===== config.mk =====
export PLATFORM = sky130hd
export DESIGN_NAME = polyline_strip_texcoord_gen
export DESIGN_NICKNAME = d
export VERILOG_FILES = /design/src/rtl/core/pstg_pkg.sv /design/src/rtl/core/pstg_dist.sv /design/src/rtl/core/pstg_div.sv /design/src/rtl/core/polyline_strip_texcoord_gen.sv
export SDC_FILE = /design/constraint.sdc
export NUM_CORES = 2
export LEC_CHECK = 0
export ABC_AREA = 1
export BUFFER_PORTS_ARGS = -buffer_cell sky130_fd_sc_hd__buf_2
export CORE_AREA = 4 4 329 331
export CTS_CLUSTER_DIAMETER = 100
export DETAILED_ROUTE_END_ITERATION = 10
export DIE_AREA = 0 0 333 335
export PLACE_DENSITY = 0.8
export SYNTH_ARGS = -nofsm -noshare
export SYNTH_HDL_FRONTEND = slang
export SYNTH_SLANG_ARGS = --single-unit

===== constraint.sdc =====
create_clock -name clk_i -period 10.5 [get_ports clk_i]
set_input_delay 1.575 -clock clk_i [delete_from_list [all_inputs] [get_ports clk_i]]
set_output_delay 1.575 -clock clk_i [all_outputs]
set_load 0.01 [all_outputs]

===== src/rtl/core/pstg_pkg.sv =====
`timescale 1ns / 1ps
`default_nettype none
// ----------------------------------------------------------------------------
// pstg_pkg: shared types and constants of the polyline strip generator
// Default formats, register indexes, state types and unit status.
// ----------------------------------------------------------------------------
package pstg_pkg;

  localparam int unsigned COORD_BITS_DEF = 32;
  localparam int unsigned FRAC_BITS_DEF  = 16;
  localparam int unsigned REG_IDX_BITS   = 2;

  typedef enum logic [REG_IDX_BITS-1:0] {
    REG_STRIP_WIDTH  = 2'd0,
    REG_BOTTOM_V     = 2'd1,
    REG_TEX_SCALE    = 2'd2,
    REG_LENGTH_START = 2'd3
  } reg_idx_e;

  typedef enum logic [2:0] {
    ST_IDLE,
    ST_DIST,
    ST_DIV_START,
    ST_DIV,
    ST_HAND
  } core_state_e;

  typedef enum logic [1:0] {
    DS_IDLE,
    DS_SQUARE,
    DS_ROOT
  } dist_state_e;

  typedef struct packed {
    logic busy;
    logic done;
  } unit_stat_t;

endpackage
`default_nettype wire


===== src/rtl/core/pstg_dist.sv =====
`timescale 1ns / 1ps
`default_nettype none
// ----------------------------------------------------------------------------
// pstg_dist: bit-serial euclidean distance
// Squares three magnitudes one multiplier bit per cycle into a shared
// accumulator, then takes the floor square root two radicand bits per cycle.
// ----------------------------------------------------------------------------
module pstg_dist #(
  parameter int unsigned MAG_BITS = pstg_pkg::COORD_BITS_DEF + 1
) (
  input  wire logic                  clk_i,
  input  wire logic                  rst_ni,
  input  wire logic                  start_i,
  input  wire logic [MAG_BITS-1:0]   mag_x_i,
  input  wire logic [MAG_BITS-1:0]   mag_y_i,
  input  wire logic [MAG_BITS-1:0]   mag_z_i,
  output logic      [MAG_BITS:0]     root_o,
  output pstg_pkg::unit_stat_t       stat_o
);

  localparam int unsigned M        = MAG_BITS;
  localparam int unsigned ACC_BITS = 2 * M + 2;
  localparam int unsigned SUM_BITS = M + 3;
  localparam int unsigned REM_BITS = M + 2;
  localparam int unsigned R2_BITS  = M + 4;
  localparam int unsigned CNT_BITS = $clog2(M + 2);

  pstg_pkg::dist_state_e state_q, state_d;
  logic [CNT_BITS-1:0]   cnt_q, cnt_d;
  logic                  done_q, done_d;

  logic [M-1:0]          mc_x_q, mc_y_q, mc_z_q, mc_x_d, mc_y_d, mc_z_d;
  logic [M-1:0]          mp_x_q, mp_y_q, mp_z_q, mp_x_d, mp_y_d, mp_z_d;
  logic [ACC_BITS-1:0]   acc_q, acc_d;
  logic [REM_BITS-1:0]   rem_q, rem_d;
  logic [M:0]            root_q, root_d;

  logic [M-1:0]          pp_x, pp_y, pp_z;
  logic [SUM_BITS-1:0]   sum;
  logic [R2_BITS-1:0]    rem2, trial, diff;
  logic                  ge;

  // three partial products added to the upper accumulator half
  assign pp_x = mp_x_q[0] ? mc_x_q : '0;
  assign pp_y = mp_y_q[0] ? mc_y_q : '0;
  assign pp_z = mp_z_q[0] ? mc_z_q : '0;
  assign sum  = SUM_BITS'(acc_q[ACC_BITS-1:M]) + SUM_BITS'(pp_x)
              + SUM_BITS'(pp_y) + SUM_BITS'(pp_z);

  // restoring root step on the next two radicand bits
  assign rem2  = {rem_q, acc_q[ACC_BITS-1 -: 2]};
  assign trial = R2_BITS'({root_q, 2'b01});
  assign ge    = (rem2 >= trial);
  assign diff  = rem2 - trial;

  always_comb begin
    state_d = state_q;
    cnt_d   = cnt_q;
    done_d  = 1'b0;
    mc_x_d  = mc_x_q;
    mc_y_d  = mc_y_q;
    mc_z_d  = mc_z_q;
    mp_x_d  = mp_x_q;
    mp_y_d  = mp_y_q;
    mp_z_d  = mp_z_q;
    acc_d   = acc_q;
    rem_d   = rem_q;
    root_d  = root_q;
    unique case (state_q)
      pstg_pkg::DS_IDLE: begin
        if (start_i) begin
          mc_x_d  = mag_x_i;
          mc_y_d  = mag_y_i;
          mc_z_d  = mag_z_i;
          mp_x_d  = mag_x_i;
          mp_y_d  = mag_y_i;
          mp_z_d  = mag_z_i;
          acc_d   = '0;
          cnt_d   = '0;
          state_d = pstg_pkg::DS_SQUARE;
        end
      end
      pstg_pkg::DS_SQUARE: begin
        acc_d  = {sum, acc_q[M-1:1]};
        mp_x_d = mp_x_q >> 1;
        mp_y_d = mp_y_q >> 1;
        mp_z_d = mp_z_q >> 1;
        cnt_d  = cnt_q + 1'b1;
        if (cnt_q == CNT_BITS'(M - 1)) begin
          cnt_d   = '0;
          rem_d   = '0;
          root_d  = '0;
          state_d = pstg_pkg::DS_ROOT;
        end
      end
      pstg_pkg::DS_ROOT: begin
        acc_d  = {acc_q[ACC_BITS-3:0], 2'b00};
        rem_d  = ge ? diff[REM_BITS-1:0] : rem2[REM_BITS-1:0];
        root_d = {root_q[M-1:0], ge};
        cnt_d  = cnt_q + 1'b1;
        if (cnt_q == CNT_BITS'(M)) begin
          cnt_d   = '0;
          done_d  = 1'b1;
          state_d = pstg_pkg::DS_IDLE;
        end
      end
      default: begin
        state_d = pstg_pkg::DS_IDLE;
      end
    endcase
  end

  always_ff @(posedge clk_i or negedge rst_ni) begin
    if (!rst_ni) begin
      state_q <= pstg_pkg::DS_IDLE;
      cnt_q   <= '0;
      done_q  <= 1'b0;
    end else begin
      state_q <= state_d;
      cnt_q   <= cnt_d;
      done_q  <= done_d;
    end
  end

  always_ff @(posedge clk_i) begin
    mc_x_q <= mc_x_d;
    mc_y_q <= mc_y_d;
    mc_z_q <= mc_z_d;
    mp_x_q <= mp_x_d;
    mp_y_q <= mp_y_d;
    mp_z_q <= mp_z_d;
    acc_q  <= acc_d;
    rem_q  <= rem_d;
    root_q <= root_d;
  end

  assign root_o      = root_q;
  assign stat_o.busy = (state_q != pstg_pkg::DS_IDLE);
  assign stat_o.done = done_q;

endmodule
`default_nettype wire


===== src/rtl/core/pstg_div.sv =====
`timescale 1ns / 1ps
`default_nettype none
// ----------------------------------------------------------------------------
// pstg_div: serial fixed-point divider
// Restoring division of |arc| * 2^FRAC_BITS by the scale, one quotient bit per
// cycle, with sign restore and saturation to the signed coordinate range.
// ----------------------------------------------------------------------------
module pstg_div #(
  parameter int unsigned COORD_BITS = pstg_pkg::COORD_BITS_DEF,
  parameter int unsigned FRAC_BITS  = pstg_pkg::FRAC_BITS_DEF
) (
  input  wire logic                    clk_i,
  input  wire logic                    rst_ni,
  input  wire logic                    start_i,
  input  wire logic [COORD_BITS-1:0]   arc_i,
  input  wire logic [COORD_BITS-2:0]   scale_i,
  output logic      [COORD_BITS-1:0]   quot_o,
  output pstg_pkg::unit_stat_t         stat_o
);

  localparam int unsigned W        = COORD_BITS;
  localparam int unsigned F        = FRAC_BITS;
  localparam int unsigned DVD_BITS = W + F;
  localparam int unsigned CNT_BITS = $clog2(W + F);
  localparam logic [W-1:0] MAX_VAL = {1'b0, {(W-1){1'b1}}};
  localparam logic [W-1:0] MIN_VAL = {1'b1, {(W-1){1'b0}}};

  logic                busy_q, busy_d;
  logic                done_q, done_d;
  logic [CNT_BITS-1:0] cnt_q, cnt_d;

  logic                neg_q, neg_d;
  logic                ovf_q, ovf_d;
  logic [DVD_BITS-1:0] dvd_q, dvd_d;
  logic [W-2:0]        rem_q, rem_d;
  logic [W-1:0]        q_q, q_d;

  logic [W-1:0]        rem2, diff, arc_mag;
  logic                ge;

  assign rem2    = {rem_q, dvd_q[DVD_BITS-1]};
  assign ge      = (rem2 >= {1'b0, scale_i});
  assign diff    = rem2 - {1'b0, scale_i};
  assign arc_mag = arc_i[W-1] ? (W'(0) - arc_i) : arc_i;

  always_comb begin
    busy_d = busy_q;
    done_d = 1'b0;
    cnt_d  = cnt_q;
    neg_d  = neg_q;
    ovf_d  = ovf_q;
    dvd_d  = dvd_q;
    rem_d  = rem_q;
    q_d    = q_q;
    if (!busy_q) begin
      if (start_i) begin
        busy_d = 1'b1;
        cnt_d  = '0;
        neg_d  = arc_i[W-1];
        ovf_d  = 1'b0;
        dvd_d  = {arc_mag, {F{1'b0}}};
        rem_d  = '0;
        q_d    = '0;
      end
    end else begin
      dvd_d = {dvd_q[DVD_BITS-2:0], 1'b0};
      rem_d = ge ? diff[W-2:0] : rem2[W-2:0];
      // a quotient bit pushed past the top means the result overflows
      ovf_d = ovf_q | q_q[W-1];
      q_d   = {q_q[W-2:0], ge};
      cnt_d = cnt_q + 1'b1;
      if (cnt_q == CNT_BITS'(DVD_BITS - 1)) begin
        busy_d = 1'b0;
        done_d = 1'b1;
      end
    end
  end

  always_ff @(posedge clk_i or negedge rst_ni) begin
    if (!rst_ni) begin
      busy_q <= 1'b0;
      done_q <= 1'b0;
      cnt_q  <= '0;
    end else begin
      busy_q <= busy_d;
      done_q <= done_d;
      cnt_q  <= cnt_d;
    end
  end

  always_ff @(posedge clk_i) begin
    neg_q <= neg_d;
    ovf_q <= ovf_d;
    dvd_q <= dvd_d;
    rem_q <= rem_d;
    q_q   <= q_d;
  end

  always_comb begin
    if (ovf_q) begin
      quot_o = neg_q ? MIN_VAL : MAX_VAL;
    end else if (neg_q) begin
      quot_o = (q_q > MIN_VAL) ? MIN_VAL : (W'(0) - q_q);
    end else begin
      quot_o = q_q[W-1] ? MAX_VAL : q_q;
    end
  end

  assign stat_o.busy = busy_q;
  assign stat_o.done = done_q;

endmodule
`default_nettype wire


===== src/rtl/core/polyline_strip_texcoord_gen.sv =====
`timescale 1ns / 1ps
`default_nettype none
// ----------------------------------------------------------------------------
// polyline_strip_texcoord_gen: strip vertices with arc-length texture coords
// Turns each polyline vertex into a lower and an upper strip vertex.
// ----------------------------------------------------------------------------
// Usage:
//   in channel: one polyline vertex per transfer (pos_x/y/z, first_vertex);
//   in_stall_o is high while a vertex is being worked on.
//   out channel: two transfers per vertex, the lower strip vertex first and
//   the upper one (pair_last_o high) second.
//   a vertex that continues a polyline goes through the distance unit, which
//   squares one bit per cycle and extracts the root two bits per cycle, and
//   then through the divider, which makes one quotient bit per cycle (Q16.16
//   coordinates by default). a first vertex skips the distance unit. the
//   next vertex is taken in the cycle after the results are handed to the
//   output register, so a new vertex enters only once the last one is done.
//   a stalled receiver holds the output register; the next vertex is still
//   worked on and waits in the core until the register frees up.
//   reset restores the register defaults (width 1.0, bottom v 1.0,
//   scale 1.0, start length 0) and clears previous vertex and arc length.
//   registers must be written only while idle; the block does not enforce it.
// ----------------------------------------------------------------------------
module polyline_strip_texcoord_gen #(
  parameter int unsigned COORD_BITS = pstg_pkg::COORD_BITS_DEF,
  parameter int unsigned FRAC_BITS  = pstg_pkg::FRAC_BITS_DEF
) (
  input  wire logic                                  clk_i,
  input  wire logic                                  rst_ni,
  // configuration
  input  wire logic                                  cfg_we_i,
  input  wire logic [pstg_pkg::REG_IDX_BITS-1:0]     cfg_idx_i,
  input  wire logic [COORD_BITS-1:0]                 cfg_data_i,
  // vertex input
  input  wire logic                                  in_valid_i,
  output logic                                       in_stall_o,
  input  wire logic signed [COORD_BITS-1:0]          pos_x_i,
  input  wire logic signed [COORD_BITS-1:0]          pos_y_i,
  input  wire logic signed [COORD_BITS-1:0]          pos_z_i,
  input  wire logic                                  first_vertex_i,
  // strip vertex output
  output logic                                       out_valid_o,
  input  wire logic                                  out_stall_i,
  output logic signed [COORD_BITS-1:0]               out_x_o,
  output logic signed [COORD_BITS-1:0]               out_y_o,
  output logic signed [COORD_BITS-1:0]               out_z_o,
  output logic signed [COORD_BITS-1:0]               tex_u_o,
  output logic signed [COORD_BITS-1:0]               tex_v_o,
  output logic                                       pair_last_o
);

  localparam int unsigned W        = COORD_BITS;
  localparam int unsigned F        = FRAC_BITS;
  localparam int unsigned SW       = W - 1;
  localparam int unsigned SUM_BITS = W + 3;
  localparam logic [W-1:0]  MAX_VAL   = {1'b0, {(W-1){1'b1}}};
  localparam logic [W-1:0]  MIN_VAL   = {1'b1, {(W-1){1'b0}}};
  localparam logic [W-1:0]  ONE_VAL   = W'(1) << F;
  localparam logic [SW-1:0] ONE_SCALE = SW'(1) << F;

  function automatic logic [W:0] abs_diff(input logic [W-1:0] a, input logic [W-1:0] b);
    logic [W:0] d;
    d = {a[W-1], a} - {b[W-1], b};
    return d[W] ? ((W+1)'(0) - d) : d;
  endfunction

  // configuration registers
  logic [W-1:0]  strip_width_q, bottom_v_q, length_start_q;
  logic [SW-1:0] tex_scale_q;

  // core state
  pstg_pkg::core_state_e state_q, state_d;
  logic [W-1:0] prev_x_q, prev_y_q, prev_z_q;
  logic [W-1:0] arc_q, arc_d;

  // output register
  logic         out_valid_q, out_valid_d;
  logic         out_phase_q, out_phase_d;
  logic [W-1:0] ox_q, oy_q, oz_q, ou_q, oyup_q;

  logic in_xfer, out_xfer, hand_off;
  logic dist_start, div_start;

  pstg_pkg::unit_stat_t dist_stat, div_stat;
  logic [W+1:0]         dist_root;
  logic [W-1:0]         div_quot;

  logic [SUM_BITS-1:0]  arc_sum;
  logic                 arc_over;
  logic [W-1:0]         arc_sat;
  logic [W:0]           yup_sum;
  logic [W-1:0]         yup_sat;

  assign in_stall_o = (state_q != pstg_pkg::ST_IDLE);
  assign in_xfer    = in_valid_i && !in_stall_o;
  assign out_xfer   = out_valid_q && !out_stall_i;
  assign hand_off   = (state_q == pstg_pkg::ST_HAND) && !out_valid_q;
  assign dist_start = in_xfer && !first_vertex_i;
  assign div_start  = (state_q == pstg_pkg::ST_DIV_START);

  always_ff @(posedge clk_i or negedge rst_ni) begin
    if (!rst_ni) begin
      strip_width_q  <= ONE_VAL;
      bottom_v_q     <= ONE_VAL;
      tex_scale_q    <= ONE_SCALE;
      length_start_q <= '0;
    end else if (cfg_we_i) begin
      unique case (pstg_pkg::reg_idx_e'(cfg_idx_i))
        pstg_pkg::REG_STRIP_WIDTH:  strip_width_q  <= cfg_data_i;
        pstg_pkg::REG_BOTTOM_V:     bottom_v_q     <= cfg_data_i;
        pstg_pkg::REG_TEX_SCALE:    tex_scale_q    <= cfg_data_i[SW-1:0];
        pstg_pkg::REG_LENGTH_START: length_start_q <= cfg_data_i;
        default: ;
      endcase
    end
  end

  pstg_dist #(
    .MAG_BITS (W + 1)
  ) u_dist (
    .clk_i   (clk_i),
    .rst_ni  (rst_ni),
    .start_i (dist_start),
    .mag_x_i (abs_diff(pos_x_i, prev_x_q)),
    .mag_y_i (abs_diff(pos_y_i, prev_y_q)),
    .mag_z_i (abs_diff(pos_z_i, prev_z_q)),
    .root_o  (dist_root),
    .stat_o  (dist_stat)
  );

  pstg_div #(
    .COORD_BITS (W),
    .FRAC_BITS  (F)
  ) u_div (
    .clk_i   (clk_i),
    .rst_ni  (rst_ni),
    .start_i (div_start),
    .arc_i   (arc_q),
    .scale_i (tex_scale_q),
    .quot_o  (div_quot),
    .stat_o  (div_stat)
  );

  // arc length plus distance, saturated at the top only (distance is positive)
  assign arc_sum  = {{3{arc_q[W-1]}}, arc_q} + SUM_BITS'(dist_root);
  assign arc_over = !arc_sum[SUM_BITS-1] && (arc_sum[SUM_BITS-2:W-1] != '0);
  assign arc_sat  = arc_over ? MAX_VAL : arc_sum[W-1:0];

  assign yup_sum = {prev_y_q[W-1], prev_y_q} + {strip_width_q[W-1], strip_width_q};
  assign yup_sat = (yup_sum[W] != yup_sum[W-1]) ? (yup_sum[W] ? MIN_VAL : MAX_VAL)
                                                 : yup_sum[W-1:0];

  always_comb begin
    state_d = state_q;
    arc_d   = arc_q;
    unique case (state_q)
      pstg_pkg::ST_IDLE: begin
        if (in_xfer) begin
          if (first_vertex_i) begin
            arc_d   = length_start_q;
            state_d = pstg_pkg::ST_DIV_START;
          end else begin
            state_d = pstg_pkg::ST_DIST;
          end
        end
      end
      pstg_pkg::ST_DIST: begin
        if (dist_stat.done) begin
          arc_d   = arc_sat;
          state_d = pstg_pkg::ST_DIV_START;
        end
      end
      pstg_pkg::ST_DIV_START: begin
        state_d = pstg_pkg::ST_DIV;
      end
      pstg_pkg::ST_DIV: begin
        if (div_stat.done) begin
          state_d = pstg_pkg::ST_HAND;
        end
      end
      pstg_pkg::ST_HAND: begin
        if (!out_valid_q) begin
          state_d = pstg_pkg::ST_IDLE;
        end
      end
      default: begin
        state_d = pstg_pkg::ST_IDLE;
      end
    endcase
  end

  always_ff @(posedge clk_i or negedge rst_ni) begin
    if (!rst_ni) begin
      state_q  <= pstg_pkg::ST_IDLE;
      arc_q    <= '0;
      prev_x_q <= '0;
      prev_y_q <= '0;
      prev_z_q <= '0;
    end else begin
      state_q <= state_d;
      arc_q   <= arc_d;
      if (in_xfer) begin
        prev_x_q <= pos_x_i;
        prev_y_q <= pos_y_i;
        prev_z_q <= pos_z_i;
      end
    end
  end

  // output register: lower vertex, then upper vertex
  always_comb begin
    out_valid_d = out_valid_q;
    out_phase_d = out_phase_q;
    if (hand_off) begin
      out_valid_d = 1'b1;
      out_phase_d = 1'b0;
    end else if (out_xfer) begin
      if (out_phase_q) begin
        out_valid_d = 1'b0;
        out_phase_d = 1'b0;
      end else begin
        out_phase_d = 1'b1;
      end
    end
  end

  always_ff @(posedge clk_i or negedge rst_ni) begin
    if (!rst_ni) begin
      out_valid_q <= 1'b0;
      out_phase_q <= 1'b0;
    end else begin
      out_valid_q <= out_valid_d;
      out_phase_q <= out_phase_d;
    end
  end

  always_ff @(posedge clk_i) begin
    if (hand_off) begin
      ox_q   <= prev_x_q;
      oy_q   <= prev_y_q;
      oz_q   <= prev_z_q;
      ou_q   <= div_quot;
      oyup_q <= yup_sat;
    end
  end

  assign out_valid_o = out_valid_q;
  assign out_x_o     = ox_q;
  assign out_y_o     = out_phase_q ? oyup_q : oy_q;
  assign out_z_o     = oz_q;
  assign tex_u_o     = ou_q;
  assign tex_v_o     = out_phase_q ? '0 : bottom_v_q;
  assign pair_last_o = out_phase_q;

  // upper vertex only shows while a result is held
  a_phase_valid: assert property (@(posedge clk_i) disable iff (!rst_ni)
    out_phase_q |-> out_valid_q)
    else $error("upper strip vertex without valid output");

  // a handoff always starts with the lower vertex
  a_hand_lower: assert property (@(posedge clk_i) disable iff (!rst_ni)
    hand_off |=> (out_valid_o && !pair_last_o))
    else $error("handoff did not present the lower vertex");

  a_dist_done: assert property (@(posedge clk_i) disable iff (!rst_ni)
    dist_stat.done |-> (state_q == pstg_pkg::ST_DIST))
    else $error("distance finished outside the distance state");

  a_div_done: assert property (@(posedge clk_i) disable iff (!rst_ni)
    div_stat.done |-> (state_q == pstg_pkg::ST_DIV))
    else $error("division finished outside the divide state");

  a_units_excl: assert property (@(posedge clk_i) disable iff (!rst_ni)
    !(dist_stat.busy && div_stat.busy))
    else $error("distance unit and divider busy together");

endmodule
`default_nettype wire

* Yosys cells after proc, flatten, opt, wreduce, memory -nomap -nowiden
Index checks and enable logic that the tools add are counted.
Word-level totals: flip-flop bits (word level) 869, bits of input ports 136, output and inout bits 163
Cells by class: add/sub/neg operators 17, order comparisons 3, equal/unequal tests 21, mux-type cells 72, bitwise operators 2, reductions and logical operators 35
Operator list (number):
- two-way mux 32 bit | 15
- two-way mux 33 bit | 9
- case mux 68 bit (3 select lines) | 1
- case mux 33 bit (2 select lines) | 3
- two-way mux 31 bit | 4
- subtractor 1 x 33 -> 33 bit (first input constant) | 3
- subtractor 32 x 32 -> 33 bit | 3
- two-way mux 48 bit | 2
- adder 36 x 33 -> 36 bit | 2
- two-way mux 35 bit | 2
- case mux 35 bit (2 select lines) | 1
- two-way mux 68 bit | 1
- case mux 34 bit (2 select lines) | 1
- case mux 32 bit (2 select lines) | 1
- subtractor 1 x 32 -> 32 bit (first input constant) | 2
- >= comparator 37 x 36 -> 1 bit | 1
- adder 35 x 33 -> 36 bit | 1
- adder 35 x 34 -> 35 bit | 1
- subtractor 35 bit | 1
- two-way mux 34 bit | 1
- adder 32 x 32 -> 33 bit | 1
- >= comparator 32 x 31 -> 1 bit | 1
- > comparator 32 bit (second input constant) | 1
- subtractor 31 bit | 1
- 28 further kinds | 91

* Logic depth before layout (Yosys ltp)
word-level depth 6, depth in mapped cells 26, mapped depth without buffers 24

* Cells and area by module
A second synthesis with hierarchy kept.
Unflattened totals: cells, all modules 8338, area total of the unflattened synthesis 60604.4 um^2
By module, submodules not included:
- polyline_strip_texcoord_gen | times used 1, cells an instance 4531, area each 30606.9 um^2
- pstg_dist | times used 1, cells an instance 2395, area each 20748.6 um^2
- pstg_div | times used 1, cells an instance 1412, area each 9248.9 um^2

* Worst setup path after synthesis
No wires, ideal clock.
path type input to register, start input in_valid_i, end register u_dist.mc_x_q[0], enable pin, arrival 8.828 ns, path slack 0.992 ns, cell stages on the path 4, buffers on the path 2, cell sequence nand3_1 clkbuf_1 clkbuf_1 nor3_1
Between the ends: cells in the longest elaborated chain, start to end 3
RTL lines:
- from (decl) | line polyline_strip_texcoord_gen.sv:35 | input wire logic in_valid_i,
- logical AND 1 bit | line polyline_strip_texcoord_gen.sv:95 | assign in_xfer = in_valid_i && !in_stall_o;
- logical AND 1 bit | line polyline_strip_texcoord_gen.sv:98 | assign dist_start = in_xfer && !first_vertex_i;
- AND reduction 2 bit (no line)
- to (signal assigned) | line pstg_dist.sv:126 | mc_x_q <= mc_x_d;
- to (decl) | line pstg_dist.sv:32 | logic [M-1:0] mc_x_q, mc_y_q, mc_z_q, mc_x_d, mc_y_d, mc_z_d;
No other way between the ends. A chain may end at the register's enable or synchronous reset.

* Worst setup path in the final report
start register u_dist.mp_y_q[0], end register u_dist.acc_q[61] (data pin)
Between the ends: cells in the longest elaborated chain, start to end 4
RTL lines:
- from (decl) | line pstg_dist.sv:33 | logic [M-1:0] mp_x_q, mp_y_q, mp_z_q, mp_x_d, mp_y_d, mp_z_d;
- from (signal assigned) | line pstg_dist.sv:130 | mp_y_q <= mp_y_d;
- two-way mux 33 bit | line pstg_dist.sv:45 | assign pp_y = mp_y_q[0] ? mc_y_q : '0;
- adder 36 x 33 -> 36 bit (2 in a row) | line pstg_dist.sv:48 | + SUM_BITS'(pp_y) + SUM_BITS'(pp_z);
- case mux 68 bit (3 select lines) | line pstg_dist.sv:69 | unique case (state_q)
- via u_dist.acc_d[61] | line pstg_dist.sv:34 | logic [ACC_BITS-1:0] acc_q, acc_d;
- to (signal assigned) | line pstg_dist.sv:132 | acc_q <= acc_d;
- to (decl) | line pstg_dist.sv:34
The timed path passes the listed nets, and every way through them passes these cells.

==> out/qor.yml <==
detailed_routing:
  vias_per_cell: 5.43
  ant_nets: 0
  routed-via-count: 50295
  drt_pre_antenna_iters: 6
  drt_iter0_drc: 4455
  wirelength_mm: 160
  wire_per_inst_um: 17.3
  drc: 0
sta:
  fmax_ghz: 0.204
  period_needed_ns: 4.89
  min_period_over_period_pct: 46.6
  tightest_slew_ns: 1.22
  setup-tns-final_ns: 0
  report.final.setup_viol: 0
  skew_ns: 0.0624
  hold_viol_final: 0
  rsz0062_at_grt: "no"
  timing.slew.headroom_pct: 18.6
  slew_violations: 0
synthesis:
  synth_flop_cell: "edfxtp_1"
  yosysTopAreaCellShare_pct: 30.8
  yosysTopAreaCell: "edfxtp_1"
  yosys_register_bits: 869
  ys_seq_area_share_pct: 42.8
  synth_edf_count: 592
  synthArstFlopShare_pct: 31.9
  synthTopCellsByCount: "nand2_1 (2233), inv_1 (1278), nor2_1 (658)"
  synth.area.top_cells: "edfxtp_1 (31%), nand2_1 (15%), dfrtp_1 (12%), inv_1 (8.3%), ha_1 (6.0%)"
  synth_nets: 8031
  yosys.cell_count.top_type: "nand2_1"
  synth_warnings: 0
  synth_cell_type_count: 66
  postSynthAreaPerCell_sq_um: 7.65
  syn_area_sq_um: 57700
  synthCells: 7546
worst_setup_path:
  worst-path-stages: 23
  rr_worst_depth: 23
  required_ns: 10.98
  worstPathCellList: "nand2_1, inv_1, fa_1, inv_1, fa_1, inv_1, ha_1, fa_1, nand2_1, nand2_1, o21ai_0, o21ai_1, nand2_1, nand2_1, inv_1, o21ai_1, nand2_1, nand2_1, nand2_1, nand2_1, nand2_1, a21oi_1, o21ai_1"
  cp-endpoint: "u_dist.acc_q[61]"
  cp-end-kind: "register"
  worstSetupStartpointType: "register"
  startpoint: "u_dist.mp_y_q[0]"
  reg2reg_slack_ns: 5.61
  crit_arrival_ns: 5.37
  max_stage_delay_ns: 1.16
  crit_top_cell: "nand2_1"
  critical_path.top_delay_family: "adder cells"
  rr_endpoint: "u_dist.acc_q[61]"
  r2r-start: "u_dist.mp_y_q[0]"
  critPathSlowestCell: "edfxtp_1"
  path_buf_inv: 4
  cp_max_fo: 33
  critical_path_class: "reg2reg"
final_layout:
  areaGrowthSynthToFinish_pct: 10.5
  fillerInstances: 9351
  nets: 8275
  final_layout_size_suffix_gt1_share_pct: 7.54
floorplan:
  core_area_sq_um: 105000
  boundaryPins: 299
  die_h_um: 335
  start_util_pct: 54.9
  die-width_um: 333
  die_area_sq_um: 112000
  rows: 119
global_routing:
  overflow: 0
  antenna_found_initial: 6
  grt_usage_pct: 28.0
  grt_pass1_wl_mm: 252
  grt_start_max_net_pins: 152
  grt_pass1_vias: 47428
clock_network:
  cts-root-buf: "clkbuf_16"
  clockBufferDepth: 3
  post_cts_buffers: 0
  htree_levels: 3
  cts_tree: "built"
  post_cts_resized: 0
  numCtsBuffers: 94
  worstSkewPairLatency_ns: 0.72
  cts_hold_buf: 0
  clk_pin_slew_ns: 0.06
  cts_sinks: 869
outcome:
  outcome: "complete, no violations"
place:
  port_buffers: 298
  gp_congestion: 1.00
  hpwl_mm: 122
job:
  maxCapViolations: 0
min_path:
  hold_path.class: "reg2reg"
  hold_path_depth: 0
layer usage:
layer / global-route usage, % / share of wire, % / routed length (um) / up-vias
li1: - / - / - / 24758
met1: 38.2 / 43 / 68500 / 23399
met2: 45.7 / 46 / 73900 / 1808
met3: 4.24 / 7.4 / 11800 / 330
met4: 10.3 / 3.7 / 5970 / 0
met5: 0 / 0 / 0 / -
sequential cells by signal, summed over array words and instances, names as in the netlist, 33 cells and up:
name           flops
u_dist.mp_y_q     33
u_dist.mp_x_q     33
u_dist.mc_y_q     33
u_dist.mc_x_q     33
u_dist.mc_z_q     33
u_dist.rem_q      35
u_dist.mp_z_q     33
u_dist.acc_q      68
u_dist.root_o     34
per-stage QoR:
stage               worst slack [ns]  std cells  area [sq um]  util [%]  hold slack (ns)
floorplan                      0.992       7546         57700         -            0.425
global placement                5.53       9085         60500      57.6            0.428
detailed placement              5.46       9085         60500      57.6            0.431
CTS                             5.67       9260         63800      60.7            0.444
global route                    5.28       9261         63800      60.7            0.456
finish                          5.61       9262         63800      60.7            0.444
worst reg2reg max path, stage by stage, from the launching register on:
cell,delay (ns)
edfxtp_1,1.16
nand2_1,0.13
inv_1,0.13
fa_1,0.41
inv_1,0.09
fa_1,0.42
inv_1,0.07
ha_1,0.32
fa_1,0.29
nand2_1,0.08
nand2_1,0.07
o21ai_0,0.13
o21ai_1,0.21
nand2_1,0.08
nand2_1,0.11
inv_1,0.06
o21ai_1,0.25
nand2_1,0.12
nand2_1,0.10
nand2_1,0.06
nand2_1,0.10
nand2_1,0.08
a21oi_1,0.13
o21ai_1,0.08
cells by family (layout without fill, tap and decap cells):
kind of cell | Yosys count | count (layout) | share of synthesized area [%]
compound gates | 1161 | 1161 | 11.1
simple gates | 3494 | 3494 | 24.7
fa+ha+maj | 349 | 349 | 8.50
xor+xnor | 202 | 202 | 3.10
buf+inv | 1471 | 1794 | 9.76
other cells | 0 | 2 | 0
flops | 869 | 869 | 42.8
how the worst min path moves through the flow:
stage,start,to
3_3_place_gp,prev_z_q[20],out_z_o[20]
3_5_place_dp,prev_z_q[19],out_z_o[19]
4_1_cts,prev_x_q[23],out_x_o[23]
5_1_grt,prev_z_q[30],out_z_o[30]
6_report,prev_z_q[30],out_z_o[30]
2_1_floorplan,prev_x_q[10],out_x_o[10]
cell type report:
class | instances | area, sq um | share of cell area [%]
diodes | 2 | 5.00 | 0.00785
clock buffers | 127 | 2610 | 4.09
clock inverters | 48 | 633 | 0.993
repair buffers | 327 | 1730 | 2.72
flip-flops and latches | 869 | 24700 | 38.8
multi-input cells | 5206 | 27500 | 43.1
inverters | 1292 | 4850 | 7.60
well taps | 1391 | 1740 | 2.73
layout by cell type (no fill, tap or decap), types with 23 or more instances in the layout:
cell type,netlist,routed
nand2_1,2233,2231
inv_1,1278,1278
nor2_1,658,656
edfxtp_1,592,592
a21oi_1,442,441
o21ai_0,428,428
nand3_1,337,331
buf_2,10,297
ha_1,277,275
dfrtp_1,274,272
xor2_1,127,127
clkbuf_16,0,97
nor3_1,81,80
xnor2_1,72,72
fa_1,72,72
nand4_1,49,49
o22ai_1,47,47
a31oi_1,38,38
o21bai_1,35,35
a21o_1,32,32
o21a_1,33,32
nand2_2,28,29
buf_4,6,28
nand3b_1,26,26
o21ai_1,25,25
clkbuf_1,143,23
Power is left out: the tool's default activity adds up to more than one toggle a clock period on the data nets, which glitch-free logic cannot reach.
